<file path="config.mk">
export PLATFORM = sky130hd
export DESIGN_NAME = encoder_notch_throttle_core
export DESIGN_NICKNAME = d
export VERILOG_FILES = /design/src/rtl/ent_pkg.sv /design/src/rtl/ent_step.sv /design/src/rtl/encoder_notch_throttle_core.sv
export SDC_FILE = /design/constraint.sdc
export NUM_CORES = 1
export LEC_CHECK = 0
export BUFFER_PORTS_ARGS = -buffer_cell sky130_fd_sc_hd__buf_4
export CAP_MARGIN = 20
export CORE_ASPECT_RATIO = 0.8
export CORE_MARGIN = 2
export CORE_UTILIZATION = 32
export DETAILED_ROUTE_END_ITERATION = 10
export SETUP_SLACK_MARGIN = 0.4
export SLEW_MARGIN = 15
export SYNTH_ARGS = -nofsm -noshare
export SYNTH_HDL_FRONTEND = slang
export SYNTH_SLANG_ARGS = --single-unit
</file>
<file path="constraint.sdc">
create_clock -name clk_i -period 3.95 [get_ports clk_i]
set_clock_uncertainty 0.05 [all_clocks]
set_input_delay 0.395 -clock clk_i [delete_from_list [all_inputs] [get_ports clk_i]]
set_output_delay 0.395 -clock clk_i [all_outputs]
set_load 0.05 [all_outputs]
</file>
<file path="src/rtl/ent_pkg.sv">
`default_nettype none

package ent_pkg;

  // Drive modes
  localparam logic [1:0] MODE_STOP = 2'd0;
  localparam logic [1:0] MODE_FWD  = 2'd1;
  localparam logic [1:0] MODE_REV  = 2'd2;

  // Configuration register indexes
  localparam int unsigned CfgIdxW = 4;
  localparam logic [CfgIdxW-1:0] CFG_LOCO_ID    = 4'd0;
  localparam logic [CfgIdxW-1:0] CFG_NOTCH_STEP = 4'd1;

  localparam int unsigned CfgDataW = 14;

  // Reset values
  localparam logic [13:0] LOCO_ID_RST    = 14'd0;
  localparam logic [7:0]  NOTCH_STEP_RST = 8'd10;
  localparam logic [2:0]  PHASE_RST      = 3'd0;
  localparam logic [2:0]  PINS_NONE      = 3'd4;

  localparam logic [6:0] SPEED_MAX   = 7'd126;
  localparam logic [6:0] SPEED_ESTOP = 7'd1;

  // Decoder action codes
  localparam logic       ACT_POLL   = 1'b0;
  localparam logic       ACT_ATTACH = 1'b1;

  typedef struct packed {
    logic       action;
    logic       button_level;
    logic       dt_level;
    logic       clk_level;
    logic [6:0] speed_now;
    logic       forward_now;
  } ent_in_t;

  typedef struct packed {
    logic [6:0] new_speed;
    logic       forward;
  } ent_out_t;

  typedef struct packed {
    logic [2:0] phase;
    logic [2:0] last_pins;
    logic [1:0] mode;
  } ent_state_t;

  typedef struct packed {
    logic [13:0] loco_id;
    logic [7:0]  notch_step;
  } ent_cfg_t;

  // Detent table entry: {ccw, cw, next phase}
  typedef struct packed {
    logic       ccw;
    logic       cw;
    logic [2:0] phase;
  } ent_entry_t;

  function automatic ent_entry_t step_entry(input logic [2:0] phase, input logic [1:0] pins);
    ent_entry_t e;
    e = '0;
    unique case (phase)
      3'd1: begin
        e.phase = (pins == 2'd3) ? 3'd2 : 3'd1;
        e.cw    = (pins == 2'd3);
      end
      3'd2: e.phase = (pins == 2'd2) ? 3'd0 : 3'd2;
      3'd3: begin
        e.phase = (pins == 2'd3) ? 3'd4 : 3'd3;
        e.ccw   = (pins == 2'd3);
      end
      3'd4: e.phase = (pins == 2'd1) ? 3'd0 : 3'd4;
      default: begin
        // phase zero, and any out-of-range phase decodes as zero
        unique case (pins)
          2'd1:    e.phase = 3'd1;
          2'd2:    e.phase = 3'd3;
          default: e.phase = 3'd0;
        endcase
      end
    endcase
    return e;
  endfunction

endpackage

`default_nettype wire

</file>
<file path="src/rtl/ent_step.sv">
`default_nettype none

module ent_step (
  input  var ent_pkg::ent_in_t    item_i,
  input  var ent_pkg::ent_state_t state_i,
  input  var ent_pkg::ent_cfg_t   cfg_i,
  output ent_pkg::ent_state_t     state_o,
  output logic                    has_result_o,
  output ent_pkg::ent_out_t       result_o
);

  logic [1:0]         pins;
  ent_pkg::ent_entry_t entry;
  logic [1:0]         mode_eff;
  logic               up;
  logic [6:0]         sp0;
  logic [8:0]         sum;
  logic [6:0]         up_speed;
  logic [6:0]         dn_speed;
  logic [6:0]         nsp;

  always_comb begin
    pins  = {item_i.dt_level, item_i.clk_level};
    entry = ent_pkg::step_entry(state_i.phase, pins);

    // direction picked by the first detent after a stop
    mode_eff = state_i.mode;
    if (state_i.mode == ent_pkg::MODE_STOP) begin
      mode_eff = entry.cw ? ent_pkg::MODE_FWD : ent_pkg::MODE_REV;
    end
    up = (mode_eff == ent_pkg::MODE_REV) ? ~entry.cw : entry.cw;

    // fold emergency stop to zero, then step with saturation
    sp0 = (item_i.speed_now == ent_pkg::SPEED_ESTOP) ? 7'd0 : item_i.speed_now;
    sum = {2'b00, sp0} + {1'b0, cfg_i.notch_step};
    up_speed = (sum > {2'b00, ent_pkg::SPEED_MAX}) ? ent_pkg::SPEED_MAX : sum[6:0];
    dn_speed = (cfg_i.notch_step > {1'b0, sp0}) ? 7'd0 : (sp0 - cfg_i.notch_step[6:0]);
    nsp = up ? up_speed : dn_speed;
    if (nsp == ent_pkg::SPEED_ESTOP) begin
      nsp = 7'd0;
    end
  end

  always_comb begin
    state_o      = state_i;
    has_result_o = 1'b0;
    result_o     = '0;
    if (item_i.action == ent_pkg::ACT_ATTACH) begin
      // attach: reset phase, inherit direction of a moving loco
      state_o.phase = ent_pkg::PHASE_RST;
      state_o.mode  = ent_pkg::MODE_STOP;
      if (cfg_i.loco_id != '0 && item_i.speed_now > 7'd1) begin
        state_o.mode = item_i.forward_now ? ent_pkg::MODE_FWD : ent_pkg::MODE_REV;
      end
    end else if (cfg_i.loco_id != '0) begin
      if (item_i.button_level) begin
        // emergency stop, once until the encoder moves
        if (state_i.mode != ent_pkg::MODE_STOP) begin
          state_o.mode       = ent_pkg::MODE_STOP;
          has_result_o       = 1'b1;
          result_o.new_speed = ent_pkg::SPEED_ESTOP;
          result_o.forward   = item_i.forward_now;
        end
      end else if ({1'b0, pins} != state_i.last_pins) begin
        state_o.last_pins = {1'b0, pins};
        state_o.phase     = entry.phase;
        if (entry.cw || entry.ccw) begin
          state_o.mode       = mode_eff;
          has_result_o       = (nsp != sp0);
          result_o.new_speed = nsp;
          result_o.forward   = (mode_eff == ent_pkg::MODE_FWD);
        end
      end
    end
  end

endmodule

`default_nettype wire

</file>
<file path="src/rtl/encoder_notch_throttle_core.sv">
`default_nettype none

// Rotary encoder throttle for one loco.
// Input channel (in_valid_i / in_ready_o / in_data_i): one beat per poll of
// the button and encoder pins, or one attach beat when a loco is taken over.
// Output channel (out_valid_o / out_ready_i / out_data_o): a beat only when
// the commanded speed or an emergency stop must be sent.
// Config channel (cfg_valid_i / cfg_index_i / cfg_data_i): always ready;
// write loco_id and notch_step only while no beat is in flight.
// An input beat is registered, decoded against the phase, pin and mode
// registers, and its result is written to the output register when the
// beat advances. One beat per cycle while no held result stalls it, set
// by the single decode step between input and output registers.
// Reset clears phase to zero, pins to no valid pair, mode to stopped,
// loco_id to zero and notch_step to ten. While the receiver stalls a held
// result, a second beat that would give a result waits in the input
// register and in_ready_o drops.
module encoder_notch_throttle_core (
  input  var logic                         clk_i,
  input  var logic                         rst_ni,
  input  var logic                         in_valid_i,
  output logic                             in_ready_o,
  input  var ent_pkg::ent_in_t             in_data_i,
  output logic                             out_valid_o,
  input  var logic                         out_ready_i,
  output ent_pkg::ent_out_t                out_data_o,
  input  var logic                         cfg_valid_i,
  output logic                             cfg_ready_o,
  input  var logic [ent_pkg::CfgIdxW-1:0]  cfg_index_i,
  input  var logic [ent_pkg::CfgDataW-1:0] cfg_data_i
);

  logic                in_vld_q;
  ent_pkg::ent_in_t    in_q;
  ent_pkg::ent_state_t state_q, state_d;
  ent_pkg::ent_cfg_t   cfg_q;
  logic                out_vld_q;
  ent_pkg::ent_out_t   out_q;
  logic                has_result;
  ent_pkg::ent_out_t   result;
  logic                advance;

  ent_step u_step (
    .item_i       (in_q),
    .state_i      (state_q),
    .cfg_i        (cfg_q),
    .state_o      (state_d),
    .has_result_o (has_result),
    .result_o     (result)
  );

  // advance when the result slot is free or nothing is produced
  assign advance     = in_vld_q && (!out_vld_q || out_ready_i || !has_result);
  assign in_ready_o  = !in_vld_q || advance;
  assign cfg_ready_o = 1'b1;
  assign out_valid_o = out_vld_q;
  assign out_data_o  = out_q;

  // input register
  always_ff @(posedge clk_i or negedge rst_ni) begin
    if (!rst_ni) begin
      in_vld_q <= 1'b0;
    end else if (in_ready_o) begin
      in_vld_q <= in_valid_i;
    end
  end

  always_ff @(posedge clk_i) begin
    if (in_ready_o && in_valid_i) begin
      in_q <= in_data_i;
    end
  end

  // decoder state
  always_ff @(posedge clk_i or negedge rst_ni) begin
    if (!rst_ni) begin
      state_q.phase     <= ent_pkg::PHASE_RST;
      state_q.last_pins <= ent_pkg::PINS_NONE;
      state_q.mode      <= ent_pkg::MODE_STOP;
    end else if (advance) begin
      state_q <= state_d;
    end
  end

  // configuration registers
  always_ff @(posedge clk_i or negedge rst_ni) begin
    if (!rst_ni) begin
      cfg_q.loco_id    <= ent_pkg::LOCO_ID_RST;
      cfg_q.notch_step <= ent_pkg::NOTCH_STEP_RST;
    end else if (cfg_valid_i) begin
      unique case (cfg_index_i)
        ent_pkg::CFG_LOCO_ID:    cfg_q.loco_id    <= cfg_data_i;
        ent_pkg::CFG_NOTCH_STEP: cfg_q.notch_step <= cfg_data_i[7:0];
        default: ;
      endcase
    end
  end

  // result register
  always_ff @(posedge clk_i or negedge rst_ni) begin
    if (!rst_ni) begin
      out_vld_q <= 1'b0;
    end else if (advance && has_result) begin
      out_vld_q <= 1'b1;
    end else if (out_ready_i) begin
      out_vld_q <= 1'b0;
    end
  end

  always_ff @(posedge clk_i) begin
    if (advance && has_result) begin
      out_q <= result;
    end
  end

  // checks
  a_phase_range: assert property (@(posedge clk_i) disable iff (!rst_ni)
    state_q.phase <= 3'd4) else $error("decoder phase out of range");

  a_pins_form: assert property (@(posedge clk_i) disable iff (!rst_ni)
    state_q.last_pins == ent_pkg::PINS_NONE || !state_q.last_pins[2])
    else $error("stored pin pair malformed");

  a_speed_range: assert property (@(posedge clk_i) disable iff (!rst_ni)
    out_vld_q |-> out_q.new_speed <= ent_pkg::SPEED_MAX)
    else $error("result speed above maximum");

  a_estop_mode: assert property (@(posedge clk_i) disable iff (!rst_ni)
    (advance && has_result && result.new_speed == ent_pkg::SPEED_ESTOP)
    |=> state_q.mode == ent_pkg::MODE_STOP)
    else $error("emergency stop did not stop mode");

  a_no_overwrite: assert property (@(posedge clk_i) disable iff (!rst_ni)
    (out_vld_q && !out_ready_i) |-> !(advance && has_result))
    else $error("held result overwritten");

endmodule

`default_nettype wire

</file>
### Word level (Yosys, flattened, before mapping)

Index checks and enable logic that the tools add are counted.
W data, S select, Z words.

* add/subtract/negate cells: 2
* $mul: 0
* divide/modulo/power cells: 0
* magnitude comparators: 3
* equal/unequal tests: 16
* shift operators: 0
* muxes and demuxes: 38
* bitwise logic cells: 4
* reduce and logical (&&, ||, !) cells: 26

Operator list (number)
* $mux W8: 5
* $mux W7: 5
* $mux W2: 11
* $eq A7 B1 Y1 const B: 2
* $reduce_bool A14 Y1: 1
* $pmux W3 S4: 1
* $mux W1: 11
* $reduce_and A5 Y1: 2
* $add A7 B8 Y9: 1
* $gt A9 B7 Y1 const B: 1
* $mux W3: 3
* $gt A8 B7 Y1: 1
* $reduce_bool A2 Y1: 4
* $gt A7 B1 Y1 const B: 1
* $ne A7 B7 Y1: 1
* $sub A7 B7 Y7: 1
* $eq A2 B2 Y1 const B: 3
* $eq A3 B2 Y1 const B: 2
* $mux W6: 1
* $reduce_bool A3 Y1: 2
* $eq A2 B1 Y1 const B: 2
* $eq A4 B1 Y1 const B: 1
* $logic_and A1 B1 Y1: 4
* $logic_not A4 Y1: 1
* 13 further kinds: 22

* register bits after elaboration: 52
* bits in latches: 0
* bits in writable memories: 0
* ROM bits: 0
* input bits: 35
* output and inout port bits: 11
* logic and storage cells: 104
* memories kept: 0

### Depth between registers and ports, before layout

Gate-level depths: netlist of the first run.

* word-level depth: 20
* gate-level depth with buffers: 17
* mapped depth without buffers: 16

### Hierarchy

A second synthesis of the first run with hierarchy kept.

* cell total of the unflattened synthesis: 342
* area, all modules: 3588.4 µm²

By module, submodules not included
* encoder_notch_throttle_core: times used 1, cells an instance 98, area an instance 1898.1 µm², sequential area each 1405.1 µm²
* ent_step: times used 1, cells an instance 244, area an instance 1690.4 µm², sequential area each 0.0 µm²

### Worst setup path before layout of the first run

OpenSTA, ideal clock, no wires.

* kind: register to output
* from: register in_q[2] in the netlist's numbering
* to: output in_ready_o
* data arrival time: 3906 ps
* required time: 3505 ps
* path slack: -401 ps
* stages on the path, launching flop included: 17
* buffers on the path: 0
* cells stage by stage: edfxtp_1 -> nor4_1 -> nand3_1 -> nand2_1 -> ha_1 -> inv_1 -> fa_1 -> nand3_1 -> a21oi_1 -> or2_1 -> o32a_1 -> or4_1 -> nand3_1 -> nand4_1 -> or2_4 -> a22oi_2 -> or2_1

* longest elaborated chain between the ends: 18
* elaborated cells between the ends (all ways): 21
* classes of those cells: add/sub (2); order compare (2); eq/ne (3); mux (10); reduce/logical (4)

RTL lines
* start: declaration: RTL line encoder_notch_throttle_core.sv:34 `ent_pkg::ent_in_t in_q;`
* start signal: assignment: RTL line encoder_notch_throttle_core.sv:70 `in_q <= in_data_i;`
* $eq A7 B1 Y1: RTL line ent_step.sv:34 `sp0 = (item_i.speed_now == ent_pkg::SPEED_ESTOP) ? 7'd0 : item_i.speed_now;`
* $mux W7 (*): RTL line ent_step.sv:34
* $add A7 B8 Y9: RTL line ent_step.sv:35 `sum = {2'b00, sp0} + {1'b0, cfg_i.notch_step};`
* $gt A9 B7 Y1: RTL line ent_step.sv:36 `up_speed = (sum > {2'b00, ent_pkg::SPEED_MAX}) ? ent_pkg::SPEED_MAX : sum[6:0];`
* $mux W7: RTL line ent_step.sv:36
* $mux W7: RTL line ent_step.sv:38 `nsp = up ? up_speed : dn_speed;`
* $eq A7 B1 Y1: RTL line ent_step.sv:39 `if (nsp == ent_pkg::SPEED_ESTOP) begin`
* $mux W7: RTL line ent_step.sv:39
* [2 not listed]
* $mux W1 (*): RTL line ent_step.sv:64 `end else if ({1'b0, pins} != state_i.last_pins) begin`
* $mux W1 (*): RTL line ent_step.sv:56 `if (item_i.button_level) begin`
* $mux W1 (*): RTL line ent_step.sv:55 `end else if (cfg_i.loco_id != '0) begin`
* $mux W1 (*): RTL line ent_step.sv:48 `if (item_i.action == ent_pkg::ACT_ATTACH) begin`
* $logic_not A1 Y1 (*): RTL line encoder_notch_throttle_core.sv:53 `assign advance = in_vld_q && (!out_vld_q || out_ready_i || !has_result);`
* $logic_or A1 B1 Y1 (*): RTL line encoder_notch_throttle_core.sv:53
* $logic_and A1 B1 Y1 (*): RTL line encoder_notch_throttle_core.sv:53
* $logic_or A1 B1 Y1 (*): RTL line encoder_notch_throttle_core.sv:54 `assign in_ready_o = !in_vld_q || advance;`
* end: declaration: RTL line encoder_notch_throttle_core.sv:22 `output logic in_ready_o,`

Mark *: on every way between the ends. The rest lies on a longest branch, timed or not.

### Worst setup path after layout of the first run

* from: register in_q[3] in the netlist's numbering
* to: output in_ready_o

Same word-level chain as after synthesis.

==> run_summary.xml, run 1 <==
<?xml version="1.0" encoding="UTF-8"?>
<metrics>
  <group name="outcome">
    <metric name="outcome" unit="">finished, violations left</metric>
    <metric name="failed_checks" unit="">setup timing</metric>
  </group>
  <group name="critical_path">
    <metric name="r2r.worst_path.cells" unit="">20</metric>
    <metric name="critical_path.slowest_cell" unit="">sky130_fd_sc_hd__edfxtp_1</metric>
    <metric name="worst_setup_path_end_kind" unit="">primary output</metric>
    <metric name="cp.required" unit="ps">3500</metric>
    <metric name="timing_worst_setup_path_type" unit="">flop to primary output</metric>
    <metric name="crit_fanout" unit="">3</metric>
    <metric name="rr_endpoint" unit="">in_q[11]</metric>
    <metric name="worst_path_arrival_time" unit="ps">4030</metric>
    <metric name="worstSetupEndpoint" unit="">in_ready_o</metric>
    <metric name="critical_path.cell_chain" unit="">nor4_2 -&gt; nand3_1 -&gt; nand2_2 -&gt; ha_4 -&gt; inv_2 -&gt; fa_2 -&gt; nand3_2 -&gt; a21oi_2 -&gt; or2_1 -&gt; o32a_1 -&gt; or4_1 -&gt; nand3_1 -&gt; nand4_1 -&gt; or2_4 -&gt; a22oi_2 -&gt; or2_4 -&gt; buf_8</metric>
    <metric name="cp.depth" unit="">17</metric>
    <metric name="worst_setup_path_start_kind" unit="">flop</metric>
    <metric name="timing.reg2reg.setup_slack" unit="ps">-460</metric>
    <metric name="cpLargestDelayFamily" unit="">simple AND/OR/NAND/NOR gates</metric>
    <metric name="crit_path_max_incr_delay" unit="ps">450</metric>
    <metric name="timing.rr.start" unit="">in_q[3]</metric>
    <metric name="timing.critical_path.buf_inv" unit="">2</metric>
    <metric name="crit_path_start" unit="">in_q[3]</metric>
  </group>
  <group name="timing">
    <metric name="worst_slew_margin_rel" unit="%">59.4</metric>
    <metric name="finalWorstPathRequiredPeriod" unit="ps">4470</metric>
    <metric name="finalWorstSetupSlack" unit="ps">-524</metric>
    <metric name="post-route-period-util" unit="%">113</metric>
    <metric name="max_slew.worst_pin.slew" unit="ps">592</metric>
    <metric name="grt_setup_unrepaired" unit="">true</metric>
    <metric name="slew_violations" unit="">0</metric>
    <metric name="report.final.setup_viol" unit="">31</metric>
    <metric name="hold_viol_final" unit="">0</metric>
    <metric name="max_freq" unit="MHz">224</metric>
    <metric name="finalSetupTns" unit="ps">-8890</metric>
  </group>
  <group name="drt">
    <metric name="postRouteAntennaNets" unit="">0</metric>
    <metric name="route.vias.total" unit="">3462</metric>
    <metric name="post-route-drc-count" unit="">0</metric>
    <metric name="wl_per_cell" unit="um">17.0</metric>
    <metric name="drt-total-wl" unit="um">11200</metric>
    <metric name="first_iter_violations" unit="">259</metric>
    <metric name="first_pass_iters" unit="">4</metric>
    <metric name="drt-vias-per-instance" unit="">5.26</metric>
  </group>
  <group name="die">
    <metric name="fp.dieArea" unit="um^2">12000</metric>
    <metric name="die_height" unit="um">98.4</metric>
    <metric name="dieWidth" unit="um">122</metric>
    <metric name="start_util" unit="%">32.9</metric>
    <metric name="floorplan.core_area" unit="um^2">10800</metric>
    <metric name="std_cell_rows" unit="">34</metric>
    <metric name="num_io_pins" unit="">46</metric>
  </group>
  <group name="global_routing">
    <metric name="met3_usage" unit="%">3.62</metric>
    <metric name="grt_use_met1" unit="%">25.8</metric>
    <metric name="global_route.usage.met2" unit="%">29.1</metric>
    <metric name="globalRoute.totalOverflow" unit="">0</metric>
    <metric name="antenna_found_initial" unit="">0</metric>
    <metric name="grt_pass1_wl" unit="um">17400</metric>
    <metric name="gr-usage-all-layers" unit="%">18.6</metric>
    <metric name="grt_start_max_net_pins" unit="">33</metric>
    <metric name="grt_most_used_layer" unit="">met2</metric>
    <metric name="grt_pass1_vias" unit="">3447</metric>
  </group>
  <group name="finish">
    <metric name="nNetsFinal" unit="">573</metric>
    <metric name="area.growth.synth_to_final" unit="%">55.1</metric>
    <metric name="post-route-util" unit="%">51.0</metric>
    <metric name="antenna-diode-count" unit="">0</metric>
    <metric name="register_area" unit="um^2">1410</metric>
    <metric name="multiInputGateArea" unit="um^2">2280</metric>
    <metric name="drive_gt1_share" unit="%">48.1</metric>
    <metric name="fillCellCount" unit="">920</metric>
  </group>
  <group name="synthesis">
    <metric name="mappedNetlistNets" unit="">418</metric>
    <metric name="synth_compound_gate_area_share" unit="%">18.5</metric>
    <metric name="synth_area_leader_cell" unit="">sky130_fd_sc_hd__dfrtp_1</metric>
    <metric name="ys_async_sr_fraction" unit="%">61.5</metric>
    <metric name="ranking_of_synthesized_cells_by_area" unit="">sky130_fd_sc_hd__dfrtp_1 (20%), sky130_fd_sc_hd__edfxtp_1 (17%), sky130_fd_sc_hd__ha_1 (8.1%), sky130_fd_sc_hd__mux2_2 (7.3%), sky130_fd_sc_hd__a21oi_1 (3.8%)</metric>
    <metric name="synthDominantCellAreaShare" unit="%">20.4</metric>
    <metric name="fraction_of_synthesized_cell_area_in_xor_and_xnor_cells" unit="%">2.70</metric>
    <metric name="post_synth_num_cell_types" unit="">74</metric>
    <metric name="synth_area" unit="um^2">3560</metric>
    <metric name="netlist_instances" unit="">358</metric>
    <metric name="yosys_most_used_dff" unit="">sky130_fd_sc_hd__dfrtp_1</metric>
    <metric name="ys_seq_elements" unit="">52</metric>
    <metric name="syn_area_per_cell" unit="um^2">9.96</metric>
    <metric name="synth_fa_ha_area_share" unit="%">9.20</metric>
    <metric name="synth.area.mux_share" unit="%">9.30</metric>
    <metric name="synth_top_family_by_area" unit="">compound AO/OA/AOI/OAI gates</metric>
    <metric name="yosysSeqAreaShare" unit="%">39.4</metric>
    <metric name="synth_edf_count" unit="">20</metric>
    <metric name="synth-warning-count" unit="">0</metric>
    <metric name="synth_simple_gate_area_share" unit="%">16.2</metric>
  </group>
  <group name="power_and_ir_drop">
    <metric name="power-per-cell-area" unit="nW/um^2">472</metric>
    <metric name="vdd_drop_max" unit="uV">240</metric>
    <metric name="p_leak" unit="uW">0.00241</metric>
  </group>
  <group name="clock_tree">
    <metric name="clkSinkCount" unit="">52</metric>
    <metric name="cts_made_buffers" unit="">5</metric>
    <metric name="ctsRootBufferMaster" unit="">sky130_fd_sc_hd__clkbuf_16</metric>
    <metric name="cts_htree_levels" unit="">2</metric>
    <metric name="insertion_delay" unit="ps">310</metric>
    <metric name="worst_setup_hold_path_clk_slew" unit="ps">80</metric>
    <metric name="cts_tree" unit="">yes</metric>
    <metric name="cts-root-to-sink-buffers" unit="">2</metric>
  </group>
  <group name="run">
    <metric name="drv_cap" unit="">0</metric>
  </group>
  <group name="placed_design">
    <metric name="place_congestion" unit="">0.893</metric>
    <metric name="post-dp-hpwl" unit="um">7580</metric>
    <metric name="io_buffer_count" unit="">44</metric>
  </group>
  <group name="min_path">
    <metric name="min-delay-path-class" unit="">primary input to flop</metric>
    <metric name="holdPathStages" unit="">1</metric>
  </group>
</metrics>
power by group:
group / total (uW) / leakage (uW) / switching, uW / internal [uW]
Clock: 485 / 0.0000797 / 208 / 277
Sequential: 726 / 0.000581 / 71.8 / 654
Combinational: 1400 / 0.00175 / 700 / 701
metrics by stage:
stage          setup slack (ps)  power (uW)  std cells  cell area, um^2  hold slack [ps]
6_report                   -524        2610        658             5530              219
5_1_grt                    -639        2770        658             5530              210
4_1_cts                    -425        2460        650             5310              215
3_5_place_dp               -399        1860        597             4570              306
3_3_place_gp               -230        1850        597             4570              300
2_1_floorplan             -55.3        1410        358             3640             49.4
layout make-up:
type	count	area share (%)
clock buffers	7	2.78
clock inverters	1	0.158
inverters	25	1.70
multi-input cells	267	41.3
flip-flops and latches	52	25.4
well taps	144	3.26
repair buffers	162	25.4
cell families (layout without fill, tap and decap cells):
kind of cell               after synthesis  after routing
AOI/OAI and AO/OA                       93             93
xor gates and xnor gates                11             11
adders and majority gates               25             25
buffers and inverters                   39            195
DFF                                     52             52
muxes                                   30             30
other                                    1              1
and+or+nand+nor                        107            107
per-layer routing:
| metal | vias up | wire, um |
|---|---|---|
| li1 | 1639 | - |
| met1 | 1697 | 5060 |
| met2 | 105 | 5240 |
| met3 | 21 | 593 |
| met4 | 0 | 309 |
| met5 | - | 0 |
registers in the layout, summed over array words and instances (netlist names):
register and flops:
in_q 12, state_q 8, cfg_q 22, out_data_o 8
out_valid_o 1, in_vld_q 1
synthesized netlist by cell type (4+ instances only):
| cell type | instances |
|---|---|
| sky130_fd_sc_hd__dfrtp_1 | 29 |
| sky130_fd_sc_hd__and3_1 | 4 |
| sky130_fd_sc_hd__nand3_1 | 7 |
| sky130_fd_sc_hd__ha_1 | 23 |
| sky130_fd_sc_hd__edfxtp_1 | 20 |
| sky130_fd_sc_hd__nor2_1 | 27 |
| sky130_fd_sc_hd__nand2_1 | 14 |
| sky130_fd_sc_hd__buf_2 | 4 |
| sky130_fd_sc_hd__nor4_1 | 6 |
| sky130_fd_sc_hd__a21oi_1 | 27 |
| sky130_fd_sc_hd__mux2i_1 | 5 |
| sky130_fd_sc_hd__inv_1 | 24 |
| sky130_fd_sc_hd__nand2b_1 | 5 |
| sky130_fd_sc_hd__a211oi_1 | 5 |
| sky130_fd_sc_hd__nor3_1 | 8 |
| sky130_fd_sc_hd__or3_1 | 4 |
| sky130_fd_sc_hd__mux2_2 | 23 |
| sky130_fd_sc_hd__clkbuf_1 | 8 |
| sky130_fd_sc_hd__xor2_1 | 4 |
| sky130_fd_sc_hd__xnor2_1 | 7 |
| sky130_fd_sc_hd__o21ai_0 | 7 |
| sky130_fd_sc_hd__o31ai_1 | 6 |
| sky130_fd_sc_hd__nor2b_1 | 10 |
| sky130_fd_sc_hd__a31oi_1 | 6 |
what timing repair did:
item,CTS,global route
endpoints found under the hold margin,29,0
hold buffers,1,0
pin swaps,15,9
endpoints found under the setup margin,31,32
buffers inserted,43,8
gates resized for setup,52,28
cloned,1,0
layout by cell type (no fill, tap or decap), drive strengths merged, types with 8 or more instances in the layout:
master / count
buf: 161
dfrtp: 29
a21oi: 28
nor2: 27
inv: 26
mux2: 25
ha: 23
edfxtp: 20
nand2: 14
nor2b: 10
o21ai: 9
nor3: 8
how the worst min path moves through the flow:
stage	startpoint	endpoint	slack (ps)
2_1_floorplan	rst_ni	cfg_q[0]	50
3_3_place_gp	rst_ni	out_valid_o	300
3_5_place_dp	rst_ni	in_vld_q	310
4_1_cts	in_data_i[1]	in_q[1]	210
5_1_grt	in_data_i[11]	in_q[11]	210
6_report	in_data_i[2]	in_q[2]	220
(Power assumes the default switching activity.)
==> run 2: changes to the inputs <==
==> constraint.sdc (replaced) <==
create_clock -name clk_i -period 3.8 [get_ports clk_i]
set_clock_uncertainty 0.05 [all_clocks]
set_input_delay 0.38 -clock clk_i [delete_from_list [all_inputs] [get_ports clk_i]]
set_output_delay 0.38 -clock clk_i [all_outputs]
set_load 0.05 [all_outputs]
==> run_summary.xml, run 2 (same netlist as run 1, synthesis figures left out) <==
<?xml version="1.0" encoding="UTF-8"?>
<metrics>
  <group name="timing">
    <metric name="post-route-period-util" unit="%">115</metric>
    <metric name="max_slew.worst_pin.slew" unit="ps">668</metric>
    <metric name="worst_slew_margin_rel" unit="%">54.2</metric>
    <metric name="max_freq" unit="MHz">229</metric>
    <metric name="report.final.setup_viol" unit="">31</metric>
    <metric name="hold_viol_final" unit="">0</metric>
    <metric name="grt_setup_unrepaired" unit="">true</metric>
    <metric name="finalWorstPathRequiredPeriod" unit="ps">4370</metric>
    <metric name="slew_violations" unit="">0</metric>
    <metric name="finalWorstSetupSlack" unit="ps">-568</metric>
    <metric name="whs" unit="ps">209</metric>
  </group>
  <group name="clock_tree">
    <metric name="clkSinkCount" unit="">52</metric>
    <metric name="worst_setup_hold_path_clk_slew" unit="ps">70</metric>
    <metric name="cts_made_buffers" unit="">5</metric>
    <metric name="cts_htree_levels" unit="">2</metric>
    <metric name="cts_tree" unit="">yes</metric>
    <metric name="ctsRootBufferMaster" unit="">sky130_fd_sc_hd__clkbuf_16</metric>
    <metric name="cts-root-to-sink-buffers" unit="">2</metric>
    <metric name="insertion_delay" unit="ps">300</metric>
  </group>
  <group name="power_and_ir_drop">
    <metric name="p_leak" unit="uW">0.00231</metric>
    <metric name="vdd_drop_max" unit="uV">236</metric>
    <metric name="power.switching" unit="uW">1030</metric>
    <metric name="seqPwrFrac" unit="%">27.3</metric>
    <metric name="p_sw_share" unit="%">37.9</metric>
    <metric name="internal_power" unit="uW">1690</metric>
    <metric name="clock_power_share" unit="%">17.5</metric>
    <metric name="p_comb_share" unit="%">55.2</metric>
    <metric name="power-per-cell-area" unit="nW/um^2">511</metric>
    <metric name="total_power" unit="uW">2720</metric>
  </group>
  <group name="critical_path">
    <metric name="worst_path_arrival_time" unit="ps">3940</metric>
    <metric name="timing_worst_setup_path_type" unit="">flop to primary output</metric>
    <metric name="critical_path.cell_chain" unit="">nor4_2 -&gt; nand3_1 -&gt; nand2_2 -&gt; inv_2 -&gt; ha_4 -&gt; fa_2 -&gt; nand2b_4 -&gt; a2111oi_2 -&gt; or4_1 -&gt; a21oi_4 -&gt; a211oi_2 -&gt; xnor2_1 -&gt; nand4_1 -&gt; or2_4 -&gt; a22oi_2 -&gt; or2_4 -&gt; buf_8</metric>
    <metric name="worst_setup_path_end_kind" unit="">primary output</metric>
    <metric name="critical_path.slowest_cell" unit="">sky130_fd_sc_hd__or4_1</metric>
    <metric name="crit_path_max_incr_delay" unit="ps">470</metric>
    <metric name="cp.required" unit="ps">3370</metric>
    <metric name="crit_fanout" unit="">3</metric>
    <metric name="cpMostUsedCell" unit="">sky130_fd_sc_hd__or2_4</metric>
    <metric name="worst_setup_path_start_kind" unit="">flop</metric>
  </group>
  <group name="placed_design">
    <metric name="place_congestion" unit="">0.899</metric>
    <metric name="io_buffer_count" unit="">44</metric>
    <metric name="post-place-ws" unit="ps">-507</metric>
    <metric name="post-dp-hpwl" unit="um">7550</metric>
    <metric name="place_inst" unit="">608</metric>
  </group>
  <group name="die">
    <metric name="start_util" unit="%">32.9</metric>
    <metric name="fp.dieArea" unit="um^2">12000</metric>
    <metric name="floorplan.core_area" unit="um^2">10800</metric>
    <metric name="std_cell_rows" unit="">34</metric>
    <metric name="dieWidth" unit="um">122</metric>
    <metric name="num_io_pins" unit="">46</metric>
    <metric name="die_height" unit="um">98.4</metric>
  </group>
  <group name="drt">
    <metric name="first_pass_iters" unit="">4</metric>
    <metric name="drt-vias-per-instance" unit="">5.19</metric>
    <metric name="postRouteAntennaNets" unit="">0</metric>
    <metric name="route.vias.total" unit="">3339</metric>
    <metric name="post-route-drc-count" unit="">0</metric>
    <metric name="drt-total-wl" unit="um">10000</metric>
    <metric name="first_iter_violations" unit="">197</metric>
    <metric name="wl_per_cell" unit="um">15.6</metric>
  </group>
  <group name="finish">
    <metric name="nNetsFinal" unit="">558</metric>
    <metric name="area.growth.synth_to_final" unit="%">49.2</metric>
    <metric name="drive_gt1_share" unit="%">47.3</metric>
    <metric name="antenna-diode-count" unit="">0</metric>
    <metric name="final_cell_mix" unit="">sky130_fd_sc_hd__buf_4 (132), sky130_fd_sc_hd__dfrtp_1 (29), sky130_fd_sc_hd__nor2_1 (27)</metric>
    <metric name="top_regs" unit="">cfg_q (22), in_q (12)</metric>
    <metric name="largest_reg_flops" unit="">22</metric>
    <metric name="layout_commonest_cell" unit="">sky130_fd_sc_hd__buf_4</metric>
    <metric name="largest_register" unit="">cfg_q</metric>
    <metric name="final_cell_count_no_fill" unit="">643</metric>
  </group>
  <group name="global_routing">
    <metric name="grt_start_max_net_pins" unit="">33</metric>
    <metric name="grt_pass1_vias" unit="">3234</metric>
    <metric name="grt_pass1_wl" unit="um">16100</metric>
    <metric name="gr-usage-all-layers" unit="%">16.8</metric>
    <metric name="globalRoute.totalOverflow" unit="">0</metric>
    <metric name="antenna_found_initial" unit="">0</metric>
  </group>
  <group name="outcome">
    <metric name="failed_checks" unit="">setup timing</metric>
    <metric name="outcome" unit="">finished, violations left</metric>
  </group>
  <group name="run">
    <metric name="drv_cap" unit="">0</metric>
  </group>
  <group name="min_path">
    <metric name="min-delay-path-class" unit="">primary input to flop</metric>
  </group>
</metrics>
[run 2: critical path: cells and delay by family, from the launching register on]
family	cells	cell delay (ps)
DFF	1	410
buffers and inverters	2	200
xor gates and xnor gates	1	170
AOI/OAI and AO/OA	4	560
and+or+nand+nor	8	1750
adders and majority gates	2	550
[run 2: final timing paths]
| check | from | end | slack [ps] | cells past startpoint |
|---|---|---|---|---|
| hold / removal | in_data_i[4] | in_q[4] | 210 | 1 |
| setup / recovery | in_q[4] | in_ready_o | -570 | 17 |
| min in group asynchronous | rst_ni | in_vld_q | 500 | 2 |
| max in group asynchronous | rst_ni | cfg_q[3] | 2850 | 2 |
| hold reg to reg | state_q[4] | state_q[4] | 440 | 1 |
| setup reg to reg | in_q[4] | out_data_o[4] | -450 | 17 |
[run 2: metal layers]
| metal | part of all wire, % | up-vias | global-route usage [%] |
|---|---|---|---|
| li1 | - | 1611 | - |
| met1 | 49 | 1618 | 25.5 |
| met2 | 45 | 103 | 25.4 |
| met3 | 5.5 | 7 | 2.80 |
| met4 | 0.87 | 0 | 3.09 |
| met5 | 0 | - | 0 |
[run 2: power groups by stage]
stage               sequential [uW]  clock, uW  combinational, uW
detailed placement              753          0               1220
finish                          744        476               1500
CTS                             744        485               1340
global placement                749          0               1210
floorplan                       769          0                692
global route                    757        508               1610
[run 2: what timing repair did]
action	CTS	global route
hold buffers	1	0
hold endpoints to repair	29	0
pin swaps	17	27
cloned	1	0
setup buffers	15	10
setup endpoints to repair	32	32
gates resized for setup	25	30
[run 2: final cells by class]
cell class,count,area (um^2)
Clock inverter,3,26.3
Fill cell,975,5530
Inverter,25,93.8
Clock buffer,5,125
Tap cell,144,180
Multi-Input combinational cell,267,2300
Sequential cell,52,1410
Timing Repair Buffer,147,1190
[run 2: through the flow]
step,TNS [ps],instance area [um^2],util (%)
after floorplan,-3440,3640,-
after global placement,-6180,4660,42.9
after detailed placement,-10300,4660,42.9
after CTS,-10300,5090,46.9
after global routing,-16390,5320,49.0
final,-11540,5320,49.0
